$ cat src/design/clfs_pkg.sv
package clfs_pkg;

	// Width of the declared body length; it saturates at all ones
	localparam int LENGTH_BITS = 24;
	localparam int TOKEN_LEN   = 15;

	localparam logic [7:0] CH_CR    = 8'h0d;
	localparam logic [7:0] CH_LF    = 8'h0a;
	localparam logic [7:0] CH_SPACE = 8'h20;
	localparam logic [7:0] CH_ZERO  = 8'h30;
	localparam logic [7:0] CH_NINE  = 8'h39;
	localparam logic [7:0] CH_UPPER_C = 8'h43;

	// One result item: a body byte and its marks
	typedef struct packed {
		logic [7:0] body_byte;
		logic       last_of_frame;
		logic       length_clipped;
	} res_t;

	// Byte expected at each place of the "Content-Length:" token
	function automatic logic [7:0] token_char(input logic [3:0] pos);
		logic [7:0] c;
		case (pos)
			4'd0:    c = "C";
			4'd1:    c = "o";
			4'd2:    c = "n";
			4'd3:    c = "t";
			4'd4:    c = "e";
			4'd5:    c = "n";
			4'd6:    c = "t";
			4'd7:    c = "-";
			4'd8:    c = "L";
			4'd9:    c = "e";
			4'd10:   c = "n";
			4'd11:   c = "g";
			4'd12:   c = "t";
			4'd13:   c = "h";
			4'd14:   c = ":";
			default: c = "C";
		endcase
		return c;
	endfunction

endpackage

$ cat src/design/clfs_parser.sv
module clfs_parser (
	input  logic               clk,
	input  logic               arst_n,
	input  logic               valid,
	output logic               stall,
	input  logic [7:0]         in_byte,
	input  logic               adv,
	output logic               res_valid,
	output clfs_pkg::res_t     res
);
	import clfs_pkg::*;

	typedef enum logic [2:0] {
		PH_HUNT   = 3'd0,
		PH_SPACES = 3'd1,
		PH_DIGITS = 3'd2,
		PH_HDREND = 3'd3,
		PH_BODY   = 3'd4
	} phase_t;

	typedef struct packed {
		phase_t     ph;
		logic [3:0] mp;
	} hdr_t;

	logic                   valid_s1;
	logic [7:0]             byte_s1;
	phase_t                 phase_q, phase_d;
	logic [3:0]             match_q, match_d;
	logic [LENGTH_BITS-1:0] rem_q, rem_d;
	logic                   clip_q, clip_d;
	logic                   fire;
	logic                   is_digit;
	logic [3:0]             digit;
	logic [LENGTH_BITS+3:0] acc;
	logic [LENGTH_BITS-1:0] rem_dec;
	logic [3:0]             tok_pos;
	hdr_t                   blank;

	// Advance the CR LF CR LF search by one byte
	function automatic hdr_t blank_step(input logic [1:0] pos, input logic [7:0] b,
			input logic nz);
		hdr_t       r;
		logic [7:0] want;
		want = pos[0] ? CH_LF : CH_CR;
		r.ph = PH_HDREND;
		if (b == want) begin
			if (pos == 2'd3) begin
				r.mp = 4'd0;
				r.ph = nz ? PH_BODY : PH_HUNT;
			end else begin
				r.mp = {2'b00, pos + 2'd1};
			end
		end else begin
			r.mp = (b == CH_CR) ? 4'd1 : 4'd0;
		end
		return r;
	endfunction

	assign fire  = valid_s1 & adv;
	assign stall = valid_s1 & ~adv;

	// Hold the input byte until the result side takes it
	always_ff @(posedge clk or negedge arst_n) begin
		if (!arst_n) begin
			valid_s1 <= 1'b0;
		end else if (!stall) begin
			valid_s1 <= valid;
		end
	end

	always_ff @(posedge clk) begin
		if (!stall && valid) begin
			byte_s1 <= in_byte;
		end
	end

	// Decode the byte and form the saturating decimal accumulate
	always_comb begin
		is_digit = (byte_s1 >= CH_ZERO) && (byte_s1 <= CH_NINE);
		digit    = byte_s1[3:0] - CH_ZERO[3:0];
		acc      = {1'b0, rem_q, 3'b000} + {3'b000, rem_q, 1'b0}
			+ {{LENGTH_BITS{1'b0}}, digit};
		rem_dec  = (rem_q != '0) ? rem_q - LENGTH_BITS'(1) : rem_q;
		tok_pos  = (match_q >= 4'(TOKEN_LEN)) ? 4'd0 : match_q;
		blank    = blank_step((phase_q == PH_HDREND) ? match_q[1:0] : 2'd0, byte_s1,
			rem_q != '0);
	end

	// Next state and result for the byte in the input register
	always_comb begin
		phase_d   = phase_q;
		match_d   = match_q;
		rem_d     = rem_q;
		clip_d    = clip_q;
		res_valid = 1'b0;
		res.body_byte      = byte_s1;
		res.last_of_frame  = (rem_dec == '0);
		res.length_clipped = clip_q;
		case (phase_q)
			PH_SPACES: begin
				if (byte_s1 == CH_SPACE) begin
					phase_d = PH_SPACES;
				end else if (is_digit) begin
					rem_d   = {{(LENGTH_BITS-4){1'b0}}, digit};
					phase_d = PH_DIGITS;
				end else begin
					phase_d = blank.ph;
					match_d = blank.mp;
				end
			end
			PH_DIGITS: begin
				if (is_digit) begin
					if (acc[LENGTH_BITS+3:LENGTH_BITS] != 4'd0) begin
						rem_d  = '1;
						clip_d = 1'b1;
					end else begin
						rem_d = acc[LENGTH_BITS-1:0];
					end
				end else begin
					phase_d = blank.ph;
					match_d = blank.mp;
				end
			end
			PH_HDREND: begin
				phase_d = blank.ph;
				match_d = blank.mp;
			end
			PH_BODY: begin
				rem_d     = rem_dec;
				res_valid = 1'b1;
				if (rem_dec == '0) begin
					phase_d = PH_HUNT;
					match_d = 4'd0;
				end
			end
			default: begin
				phase_d = PH_HUNT;
				if (byte_s1 == token_char(tok_pos)) begin
					if (tok_pos == 4'(TOKEN_LEN - 1)) begin
						phase_d = PH_SPACES;
						match_d = 4'd0;
						rem_d   = '0;
						clip_d  = 1'b0;
					end else begin
						match_d = tok_pos + 4'd1;
					end
				end else begin
					match_d = (byte_s1 == CH_UPPER_C) ? 4'd1 : 4'd0;
				end
			end
		endcase
		res_valid = res_valid & fire;
	end

	// Commit the state once the byte is processed
	always_ff @(posedge clk or negedge arst_n) begin
		if (!arst_n) begin
			phase_q <= PH_HUNT;
			match_q <= 4'd0;
			rem_q   <= '0;
			clip_q  <= 1'b0;
		end else if (fire) begin
			phase_q <= phase_d;
			match_q <= match_d;
			rem_q   <= rem_d;
			clip_q  <= clip_d;
		end
	end

endmodule

$ cat src/design/clfs_out_reg.sv
module clfs_out_reg (
	input  logic           clk,
	input  logic           arst_n,
	input  logic           res_valid,
	input  clfs_pkg::res_t res,
	output logic           adv,
	output logic           body_valid,
	input  logic           body_stall,
	output logic [7:0]     body_byte,
	output logic           last_of_frame,
	output logic           length_clipped
);
	import clfs_pkg::*;

	logic valid_s2;
	res_t res_s2;

	// Take a new result whenever the register is empty or being drained
	assign adv = ~valid_s2 | ~body_stall;

	always_ff @(posedge clk or negedge arst_n) begin
		if (!arst_n) begin
			valid_s2 <= 1'b0;
		end else if (adv) begin
			valid_s2 <= res_valid;
		end
	end

	always_ff @(posedge clk) begin
		if (adv && res_valid) begin
			res_s2 <= res;
		end
	end

	assign body_valid     = valid_s2;
	assign body_byte      = res_s2.body_byte;
	assign last_of_frame  = res_s2.last_of_frame;
	assign length_clipped = res_s2.length_clipped;

endmodule

$ cat src/design/content_length_frame_splitter.sv
// A body byte passes through the input register and then the result register
// on its way to the outputs.
// Throughput: one byte per cycle; the input register and the result register
// form a two-stage pipeline, so input stalls only while a result waits.
// Header bytes and bytes outside frames produce no result.
// Reset (arst_n, asynchronous, active low) empties both stages and returns
// the parser to hunting for the header token.
module content_length_frame_splitter (
	input  logic       clk,
	input  logic       arst_n,
	input  logic       valid,
	output logic       stall,
	input  logic [7:0] in_byte,
	output logic       body_valid,
	input  logic       body_stall,
	output logic [7:0] body_byte,
	output logic       last_of_frame,
	output logic       length_clipped
);
	import clfs_pkg::*;

	logic res_valid;
	res_t res;
	logic adv;

	// Parse one byte per cycle while not stalled
	clfs_parser u_parser (
		.clk       (clk),
		.arst_n    (arst_n),
		.valid     (valid),
		.stall     (stall),
		.in_byte   (in_byte),
		.adv       (adv),
		.res_valid (res_valid),
		.res       (res)
	);

	// Hold results for the downstream side
	clfs_out_reg u_out (
		.clk            (clk),
		.arst_n         (arst_n),
		.res_valid      (res_valid),
		.res            (res),
		.adv            (adv),
		.body_valid     (body_valid),
		.body_stall     (body_stall),
		.body_byte      (body_byte),
		.last_of_frame  (last_of_frame),
		.length_clipped (length_clipped)
	);

endmodule

$ cat config.mk
export PLATFORM = sky130hd
export DESIGN_NAME = content_length_frame_splitter
export DESIGN_NICKNAME = d
export VERILOG_FILES = /design/src/design/clfs_pkg.sv /design/src/design/clfs_parser.sv /design/src/design/clfs_out_reg.sv /design/src/design/content_length_frame_splitter.sv
export SDC_FILE = /design/constraint.sdc
export NUM_CORES = 1
export LEC_CHECK = 0
export ABC_CLOCK_PERIOD_IN_PS = 8300
export BUFFER_PORTS_ARGS = -buffer_cell sky130_fd_sc_hd__buf_2
export CAP_MARGIN = 20
export CORE_ASPECT_RATIO = 1.5
export CORE_MARGIN = 4
export CORE_UTILIZATION = 30
export DETAILED_ROUTE_END_ITERATION = 6
export GPL_TIMING_DRIVEN = 0
export PLACE_DENSITY = 0.53
export SYNTH_ARGS = -nofsm -noshare
export SYNTH_HDL_FRONTEND = slang
export SYNTH_HIERARCHICAL = 1
export SYNTH_SLANG_ARGS = --single-unit
export TNS_END_PERCENT = 100
$ cat constraint.sdc
create_clock -name clk -period 8.3 [get_ports clk]
set_clock_uncertainty 0.1 [all_clocks]
set_input_delay 0.83 -clock clk [delete_from_list [all_inputs] [get_ports clk]]
set_output_delay 0.83 -clock clk [all_outputs]
set_load 0.005 [all_outputs]
======== Word-level counts from Yosys, hierarchy flattened ========
Memory sizes are Yosys's and may differ from the RTL's.
Cells that the tools add are included.
storage, ports and cells
  output and inout bits ................... 12
  memories kept ........................... 1
  ROM bits ................................ 112
  register bits ........................... 52
  bits of input ports ..................... 12
  logic and storage cells ................. 100
memory list
  memory            words  bits a word  rd ports  clocked after memory_dff  write ports  line            source
  (name not given)  16     7            1         0                         0            clfs_pkg.sv:24  case (pos)
cells by class
  bitwise logic cells ..................... 9
  multiplexer cells ....................... 38
  order comparisons ....................... 3
  eq/ne operators ......................... 17
  reductions and logical operators ........ 17
  add/sub/neg operators ................... 5
operators by type and width
  kind                                                                     number
  24-bit 2-to-1 mux                                                        7
  24-bit one-hot mux with 4 select lines                                   1
  27-bit by 25-bit adder with 28-bit output                                1
  28-bit by 4-bit adder with 28-bit output                                 1
  4-bit 2-to-1 mux                                                         7
  3-bit 2-to-1 mux                                                         9
  24-bit logical NOT                                                       1
  24-bit nonzero test                                                      1
  24-bit by 1-bit subtractor with 24-bit output, second input constant     1
  8-bit equality test                                                      2
  4-bit one-hot mux with 4 select lines                                    1
  3-bit one-hot mux with 4 select lines                                    1
  4-bit nonzero test                                                       3
  8-bit by 4-bit equality test with 1-bit output, second input constant    1
  8-bit by 6-bit equality test with 1-bit output, second input constant    1
  8-bit by 7-bit equality test with 1-bit output, second input constant    1
  8-bit by 6-bit >= comparator with 1-bit output, second input constant    1
  8-bit by 6-bit <= comparator with 1-bit output, second input constant    1
  1-bit 2-to-1 mux                                                         8
  8-bit 2-to-1 mux                                                         1
  2-bit by 1-bit inequality test with 1-bit output, second input constant  4
  7-bit AND reduction                                                      1
  3-bit by 2-bit equality test with 1-bit output, second input constant    2
  3-bit AND reduction                                                      2
  19 further kinds                                                         30

======== Longest topological paths before layout ========
Gate-level depths: netlist of the first run.
  depth after elaboration ................. 8
  mapped depth ............................ 15
  gate-level depth less buffers ........... 13

======== Cells and area by module ========
The synthesis of the first run kept the hierarchy.
modules (own cells, without submodules)
  module        times used  cells an instance  seq. area each (um2)  area an instance (um2)
  clfs_parser   1           659                1066.0                5191.2
  clfs_out_reg  1           14                 325.3                 347.8

======== Worst setup path before layout of the first run ========
OpenSTA, ideal clock, no wires.
  path kind ............................... flip-flop to flip-flop
  from .................................... reg u_parser.byte_s1[3]
  to ...................................... reg u_parser.rem_q[3]
  stages on the path, launching flop included .. 13
  required time ........................... 8.074 ns
  library setup time ...................... 0.126 ns
  setup slack ............................. 4.729 ns
  arrival ................................. 3.345 ns
  cell sequence ........................... edfxtp_1 > fa_1 > inv_1 > fa_1 > nor2b_1 > o2111a_1 > o31ai_1 > a21oi_1 > mux2i_1 > a211o_1 > clkbuf_1 > o41a_1 > a221o_1
between the ends
  cells in the longest elaborated chain, start to end .. 5
  elaborated cells on any way between the ends .. 17
  classes of those cells .................. add/sub (1); order compare (2); eq/ne (5); mux (5); reduce/logical (4)
ends and longest elaborated chain
  element                                   line                source
  start, declared                           clfs_parser.sv:27   logic [7:0] byte_s1;
  start signal, assigned                    clfs_parser.sv:74   byte_s1 <= in_byte;
  28-bit by 4-bit adder with 28-bit output  clfs_parser.sv:83   + {{LENGTH_BITS{1'b0}}, digit};
  4-bit nonzero test                        clfs_parser.sv:114  if (acc[LENGTH_BITS+3:LENGTH_BITS] != 4'd0) begin
  24-bit 2-to-1 mux                         clfs_parser.sv:114
  24-bit 2-to-1 mux                         clfs_parser.sv:113  if (is_digit) begin
  24-bit one-hot mux with 4 select lines    clfs_parser.sv:100  case (phase_q)
  end signal, assigned                      clfs_parser.sv:166  rem_q <= rem_d;
  end, declared                             clfs_parser.sv:30   logic [LENGTH_BITS-1:0] rem_q, rem_d;
Parallel ways exist; a longest one is shown, timed or not. The select of a mux whose other input is x is not followed.
A chain may end at the register's enable or synchronous reset.

======== Worst setup path after layout of the first run ========
  from .................................... reg u_parser.rem_q[11]
  to ...................................... reg u_parser.rem_q[12]
between the ends
  cells in the longest elaborated chain, start to end .. 6
  elaborated cells on any way between the ends .. 9
  classes of those cells .................. add/sub (3); mux (4); reduce/logical (2)
ends and longest elaborated chain
  element                                    line                source
  27-bit by 25-bit adder with 28-bit output  clfs_parser.sv:82   acc = {1'b0, rem_q, 3'b000} + {3'b000, rem_q, 1'b0}
  28-bit by 4-bit adder with 28-bit output   clfs_parser.sv:83
  4-bit nonzero test                         clfs_parser.sv:114
  24-bit 2-to-1 mux                          clfs_parser.sv:114
  24-bit 2-to-1 mux                          clfs_parser.sv:113
  24-bit one-hot mux with 4 select lines *   clfs_parser.sv:100
Mark *: on every way between the ends. The rest lies on a longest branch, timed or not. The select of a mux whose other input is x is not followed.

==> flow_metrics.py, run 1 <==
metrics = {
    "worst_setup_path": {
        "arrival_ns": 5.03,
        "startpoint_type": "register",
        "rr_endpoint": "u_parser/rem_q[12]",
        "cp_common_cell": "a21oi_1",
        "cp_cell_sequence": "ha_1 -> ha_1 -> clkbuf_1 -> a21oi_1 -> o21ai_0 -> a2111oi_0 -> a21oi_1 -> a21oi_1 -> xnor2_1 -> nor3_1 -> clkbuf_1 -> o211ai_1",
        "r2r_slack_ns": 3.34,
        "path_class": "register to register",
        "r2r-start": "u_parser/rem_q[11]",
        "slowest_stage": "a2111oi_0",
        "rr_worst_depth": 12,
        "cp_max_fo": 10,
        "cpPeakStageDelay_ns": 0.97,
        "endpoint_kind": "register",
        "worstPathRequired_ns": 8.37,
    },
    "layout": {
        "final_common_cell": "nor2_1",
        "antennaDiodeCount": 0,
        "drive_gt1_share_pct": 8.52,
        "multiInputGateArea_mm2": 0.00390,
        "layout.cells.non_filler": 921,
        "synthToLayoutAreaGrowth_pct": 9.74,
        "seq_area_mm2": 0.00139,
        "fillers": 1935,
        "final_area_mm2": 0.00608,
        "nNetsFinal": 772,
        "final_cell_mix": "nor2_1, ha_1, nand2_1",
        "utilization_pct": 33.7,
    },
    "synth": {
        "ys_warn_count": 6,
        "synthArstFlopShare_pct": 65.4,
        "netlist_instances": 673,
        "synth-edff-count": 18,
        "ys_seq_elements": 52,
        "yosysSeqAreaShare_pct": 25.1,
        "synth_nets": 742,
        "ys.flop_type": "dfrtp_1",
        "avgSynthCellArea_um2": 8.23,
        "synthesis.area_mm2": 0.00554,
        "ys_types": 85,
    },
    "global_route": {
        "grt_util_all_layers_pct": 16.5,
        "grt_max_degree": 35,
        "grt_pass1_wl_um": 27700,
        "gr-total-overflow": 0,
        "grt_pass1_vias": 5188,
        "antenna_found_initial": 0,
    },
    "clock_network": {
        "h-tree-depth": 2,
        "cts_setup_buffers": 0,
        "cts_tree": "done",
        "clkTransAtPathRegs_ns": 0.08,
        "ctsHoldBuffers": 0,
        "ctsResizeCount": 0,
        "clockRootBuffer": "clkbuf_16",
        "numCtsBuffers": 5,
        "clk_latency_ns": 0.31,
        "cts_sinks": 52,
        "cts_max_path_buffers": 2,
    },
    "pwr": {
        "comb_power_share_pct": 60.0,
        "internal-power_uw": 782,
        "cellLeakagePower_nw": 2.63,
        "swShare_pct": 50.3,
        "p_per_area_mw_per_mm2": 259,
        "seq_power_share_pct": 26.0,
        "pwr-share-clk_pct": 14.0,
        "p_sw_uw": 791,
        "p_total_mw": 1.57,
        "max-vdd-ir-drop_mv": 0.0883,
    },
    "drt": {
        "drc": 0,
        "vias": 5294,
        "drtIter0Drc": 498,
        "routed_wl_um": 17200,
        "wire_per_inst_um": 18.7,
        "antenna_left": 0,
        "first_pass_iters": 6,
        "viasPerCell": 5.75,
    },
    "hold_path": {
        "holdPathStages": 1,
        "hp-start": "u_out/body_valid",
        "hp-class": "register to register",
        "hold_end": "u_out/body_valid",
    },
    "placement": {
        "dp_hpwl_um": 13400,
        "dpl_cell_area_mm2": 0.00593,
        "io_buffers": 23,
        "gp_congestion": 0.845,
        "placed_cells": 913,
    },
    "die": {
        "initial_utilization_pct": 30.7,
        "coreArea_mm2": 0.0180,
        "dieArea_mm2": 0.0207,
        "rows": 60,
        "die_w_um": 119,
        "pin_count": 24,
        "die_y_um": 174,
    },
    "timing": {
        "post-route-period-util_pct": 59.7,
        "slew_headroom_pct": 22.0,
        "rsz0062_at_grt": "no",
        "hold_viol_final": 0,
        "slew_viol_final": 0,
        "fin_crit_ns": 4.96,
        "setup-tns-final_ns": 0,
        "fmax_mhz": 202,
        "setup_viol": 0,
        "max_slew.worst_pin.slew_ns": 1.14,
    },
    "status": {
        "status": "complete, no violations",
    },
    "run": {
        "maxCapViolCount": 0,
    },
}
[sequential cells by signal (all words and copies together), names as in the netlist]
| register | cells |
|---|---|
| u_parser/byte_s1 | 8 |
| u_out/body_byte | 8 |
| u_parser/clip_q | 1 |
| u_out/body_valid | 1 |
| u_parser/phase_q | 3 |
| u_parser/valid_s1 | 1 |
| u_out/length_clipped | 1 |
| u_parser/match_q | 4 |
| u_parser/rem_q | 24 |
| u_out/last_of_frame | 1 |
[cells in the mapped netlist (3+ instances only)]
master	number	area share (%)
nor2_1	56	3.8
ha_1	55	12
nand2_1	51	3.5
a21oi_1	48	4.3
o21ai_0	42	3.8
dfrtp_1	34	15
clkbuf_1	30	2.0
inv_1	27	1.8
nor3_1	19	1.7
edfxtp_1	18	9.8
xnor2_1	18	2.8
nor4_1	15	1.7
nand2b_1	14	1.6
nand3_1	13	1.2
a21o_1	12	1.6
nand4_1	12	1.4
o211ai_1	12	1.6
xor2_1	12	1.9
a31oi_1	11	1.2
nor2b_1	11	1.2
or3_1	10	1.1
and3_1	9	1.0
and2_1	7	0.79
or2_2	7	0.79
o31ai_1	6	0.81
a211oi_1	5	0.68
mux2i_1	5	0.90
o21a_1	5	0.68
o21ai_1	5	0.45
or4_1	5	0.68
a2111oi_0	4	0.63
a211o_1	4	0.63
nand3b_1	4	0.54
nor3b_1	4	0.54
o21bai_1	4	0.54
o41ai_1	4	0.63
a221oi_1	3	0.47
a22o_1	3	0.47
o221ai_1	3	0.47
o22ai_1	3	0.34
[worst max-delay path by stage]
stage | end | from | slack, ns | cells after the start
detailed placement | u_parser/rem_q[7] | u_parser/rem_q[11] | 3.51 | 12
global placement | u_parser/rem_q[12] | u_parser/rem_q[11] | 3.49 | 12
floorplan | u_parser/rem_q[3] | u_parser/byte_s1[3] | 4.73 | 12
global route | u_parser/rem_q[12] | u_parser/rem_q[11] | 3.14 | 12
finish | u_parser/rem_q[12] | u_parser/rem_q[11] | 3.34 | 12
CTS | u_parser/rem_q[12] | u_parser/rem_q[11] | 3.49 | 12
[final cells by class]
| class | instances | share of cell area, % |
|---|---|---|
| Inverter | 28 | 1.73 |
| Buffer | 34 | 2.41 |
| Sequential cell | 52 | 22.9 |
| Multi-Input combinational cell | 559 | 64.1 |
| Clock inverter | 3 | 0.453 |
| Clock buffer | 5 | 2.06 |
| Tap cell | 217 | 4.47 |
| Timing Repair Buffer | 23 | 1.89 |
[metrics by stage]
stage,hold WS (ns),setup WS [ns]
final,0.447,3.34
after global routing,0.478,3.14
after CTS,0.452,3.49
after detailed placement,0.435,3.51
after global placement,0.427,3.49
after floorplan,0.390,4.73
[power by group through the flow]
stage | Sequential, mW | Clock (mW) | Combinational [mW]
2_1_floorplan | 0.375 | 0 | 0.730
3_3_place_gp | 0.412 | 0 | 0.937
3_5_place_dp | 0.412 | 0 | 0.938
4_1_cts | 0.407 | 0.224 | 0.941
5_1_grt | 0.417 | 0.233 | 1.05
6_report | 0.408 | 0.221 | 0.944
[worst max-delay path, delay by kind of cell (launching register included)]
family | cells | cell delay, ns
adder cells (fa/ha/maj) | 2 | 0.58
AND/OR/NAND/NOR | 1 | 0.63
flip-flops | 1 | 0.52
AO/OA/AOI/OAI | 6 | 2.10
XOR/XNOR | 1 | 0.14
buffers and inverters | 2 | 0.73
[layer usage]
layer  vias up  GRT usage (%)  share of wire (%)
li1       2601              -                  -
met1      2547           18.1                 39
met2       107           32.0                 54
met3        39           1.40                2.4
met4         0           6.77                4.0
met5         -              0                  0
[cell families after synthesis]
| family | share of synthesized area [%] |
|---|---|
| AND/OR/NAND/NOR | 24.9 |
| AO/OA/AOI/OAI | 25.7 |
| buffers and inverters | 4.54 |
| adder cells (fa/ha/maj) | 13.1 |
| flip-flops | 25.1 |
| XOR/XNOR | 4.74 |
| multiplexers | 1.85 |
No activity file was read; power rests on OpenSTA's default activity.
==> inputs of run 2 (changes only) <==
- ABC_AREA: not set -> 1
- ABC_CLOCK_PERIOD_IN_PS: 8300 -> 4150
- PLACE_DENSITY: 0.53 -> 0.54
- clock period: 8.3 -> 4.15 ns (I/O delays scaled with it)
==> run 2 against run 1 <==
Sequential share of layout area decreased by 2.4 points. Critical path depth increased by 6. Via count rose by 26%. Global-route usage increased by 1.3 points. Cell count rose by 43%. Worst setup slack worse by 3.1 ns. Power shrank 34%. Sequential power increased by 35%. First-iteration DRC count is 29% lower. Flip-flop and latch count did not move.
==> flow_metrics.py, run 2 <==
metrics = {
    "timing": {
        "slew_viol_final": 0,
        "fmax_mhz": 258,
        "layout_setup_ws_ns": 0.277,
        "setup-tns-final_ns": 0,
        "post-route-period-util_pct": 93.3,
        "setup_viol": 0,
        "fin_crit_ns": 3.87,
        "max_slew.worst_pin.slew_ns": 0.948,
        "rsz0062_at_grt": "no",
        "slew_headroom_pct": 36.8,
        "timing.hold.ws_ns": 0.0990,
        "hold_viol_final": 0,
    },
    "drt": {
        "drc": 0,
        "wire_per_inst_um": 15.4,
        "drtIter0Drc": 352,
        "vias": 6665,
        "routed_wl_um": 20400,
        "antenna_left": 0,
        "first_pass_iters": 5,
        "viasPerCell": 5.05,
    },
    "worst_setup_path": {
        "rr_worst_depth": 18,
        "crit_start": "u_parser/byte_s1[3]",
        "path_class": "register to register",
        "cpPeakStageDelay_ns": 0.63,
        "endpoint": "u_parser/rem_q[21]",
        "endpoint_kind": "register",
        "cp_cell_sequence": "fa_1 -> inv_1 -> fa_1 -> inv_1 -> nand3_1 -> nand2_1 -> nand2_1 -> nand2_1 -> nand3_1 -> nand4_1 -> nand2_1 -> nor2_2 -> buf_2 -> nand3_1 -> nand2_1 -> nand2_1 -> nand2_1 -> nand2_1",
        "worstPathRequired_ns": 4.25,
        "r2r-start": "u_parser/byte_s1[3]",
        "rr_endpoint": "u_parser/rem_q[21]",
        "cp_max_fo": 10,
        "cp_common_cell": "nand2_1",
        "startpoint_type": "register",
        "arrival_ns": 3.97,
        "r2r_slack_ns": 0.28,
        "slowest_stage": "fa_1",
    },
    "layout": {
        "nNetsFinal": 1125,
        "utilization_pct": 33.3,
        "final_cell_mix": "nand2_1, inv_1, nand3_1",
        "drive_gt1_share_pct": 6.53,
        "top_register": "u_parser/rem_q",
        "largest_reg_flops": 24,
        "antennaDiodeCount": 0,
        "synthToLayoutAreaGrowth_pct": 9.59,
        "fillers": 2310,
        "final_common_cell": "nand2_1",
    },
    "run": {
        "maxCapViolCount": 0,
    },
    "global_route": {
        "antenna_found_initial": 0,
        "grt_pass1_vias": 6700,
        "met3_usage_pct": 1.39,
        "busiest_layer": "met2",
        "grt_pass1_wl_um": 33000,
        "grt_max_degree": 35,
        "grt_util_all_layers_pct": 17.8,
        "gr-total-overflow": 0,
        "use_met1_pct": 18.5,
        "gr-usage-met2_pct": 34.1,
    },
    "die": {
        "rows": 64,
        "dieArea_mm2": 0.0231,
        "die_y_um": 184,
        "coreArea_mm2": 0.0204,
        "die_w_um": 125,
        "initial_utilization_pct": 30.4,
        "pin_count": 24,
    },
    "synth": {
        "avgSynthCellArea_um2": 6.05,
        "synth_nets": 1095,
        "synthesis.area_mm2": 0.00621,
        "synth.most_common_cell": "nand2_1",
        "synth_commonest_cells": "nand2_1, inv_1, nand3_1, nor2_1, ha_1",
        "synth_top_cell_by_area": "nand2_1",
        "ys_warn_count": 6,
        "synth-edff-count": 18,
        "synthArstFlopShare_pct": 65.4,
        "synth_top_area_share_pct": 24.1,
        "netlist_instances": 1026,
        "ys_types": 38,
        "yosysSeqAreaShare_pct": 22.4,
        "ys.flop_type": "dfrtp_1",
        "ys_top_cells_by_area": "nand2_1, dfrtp_1, ha_1",
        "ys_seq_elements": 52,
    },
    "clock_network": {
        "numCtsBuffers": 5,
        "clk_latency_ns": 0.30,
        "clkTransAtPathRegs_ns": 0.07,
        "clockRootBuffer": "clkbuf_16",
        "cts_sinks": 52,
        "cts_tree": "done",
        "h-tree-depth": 2,
        "ctsHoldBuffers": 0,
        "cts_max_path_buffers": 2,
    },
    "pwr": {
        "max-vdd-ir-drop_mv": 0.142,
        "p_total_mw": 1.04,
        "cellLeakagePower_nw": 4.07,
        "p_per_area_mw_per_mm2": 152,
    },
    "hold_path": {
        "hp-class": "input port to async pin",
    },
    "placement": {
        "io_buffers": 23,
        "gp_congestion": 0.937,
        "dp_hpwl_um": 16900,
        "post-place-ws_ns": 0.214,
    },
    "status": {
        "status": "complete, no violations",
    },
}
[run 2: cell type report]
cell class | count | area (um^2) | area share, %
tap | 264 | 330 | 4.85
inverter | 116 | 438 | 6.44
multi-input combinational | 839 | 4270 | 62.8
clock buffer | 6 | 129 | 1.89
sequential | 52 | 1390 | 20.4
timing repair buffer | 23 | 115 | 1.69
buffer | 19 | 115 | 1.69
clock inverter | 2 | 16.3 | 0.239
[run 2: critical path: cells and delay by family, from the launching register on]
| family | cells | cell delay, ns |
|---|---|---|
| buf+inv | 3 | 0.54 |
| simple gates | 13 | 1.50 |
| fa+ha+maj | 2 | 1.08 |
| flops | 1 | 0.54 |
[run 2: where the power goes]
group | internal [mW] | switching (mW)
combinational | 0.0176 | 0.0381
sequential | 0.539 | 0.0119
clock | 0.226 | 0.204
total | 0.783 | 0.254
[run 2: how the worst min path moves through the flow]
stage | cells past startpoint | endpoint | from | slack [ns]
after global placement | 0 | u_out/body_byte[7] | u_parser/byte_s1[7] | 0.37
after global routing | 1 | u_parser/byte_s1[7] | in_byte[7] | 0.17
after floorplan | 0 | u_out/body_valid | arst_n | 0.02
final | 1 | u_parser/rem_q[19] | arst_n | 0.1
after CTS | 1 | u_parser/rem_q[21] | arst_n | 0.14
after detailed placement | 0 | u_out/body_byte[7] | u_parser/byte_s1[7] | 0.37
[run 2: layer usage]
| metal | wire length (um) | part of all wire [%] | vias up |
|---|---|---|---|
| met5 | 0 | 0 | - |
| met4 | 1320 | 6.5 | 0 |
| met3 | 447 | 2.2 | 58 |
| met2 | 10700 | 53 | 145 |
| met1 | 7840 | 39 | 3069 |
| li1 | - | - | 3393 |
[run 2: what timing repair did]
| action | in CTS | in global routing |
|---|---|---|
| endpoints found under the setup margin | 0 | 10 |
| resized for setup | 0 | 1 |
| hold endpoints to repair | 0 | 0 |
| setup buffers | 0 | 0 |
[run 2: per-stage QoR]
| stage | area [um^2] | cells |
|---|---|---|
| detailed placement | 6660 | 1313 |
| global route | 6810 | 1321 |
| floorplan | 6210 | 1026 |
| finish | 6810 | 1321 |
| CTS | 6800 | 1321 |
| global placement | 6660 | 1313 |
[run 2: kinds of logic after synthesis]
| family | count (synthesis) | share of synthesized area, % |
|---|---|---|
| buffers and inverters | 135 | 8.91 |
| xor gates and xnor gates | 24 | 3.39 |
| AOI/OAI and AO/OA | 75 | 6.43 |
| DFF | 52 | 22.4 |
| and+or+nand+nor | 683 | 47.1 |
| adders and majority gates | 57 | 11.7 |
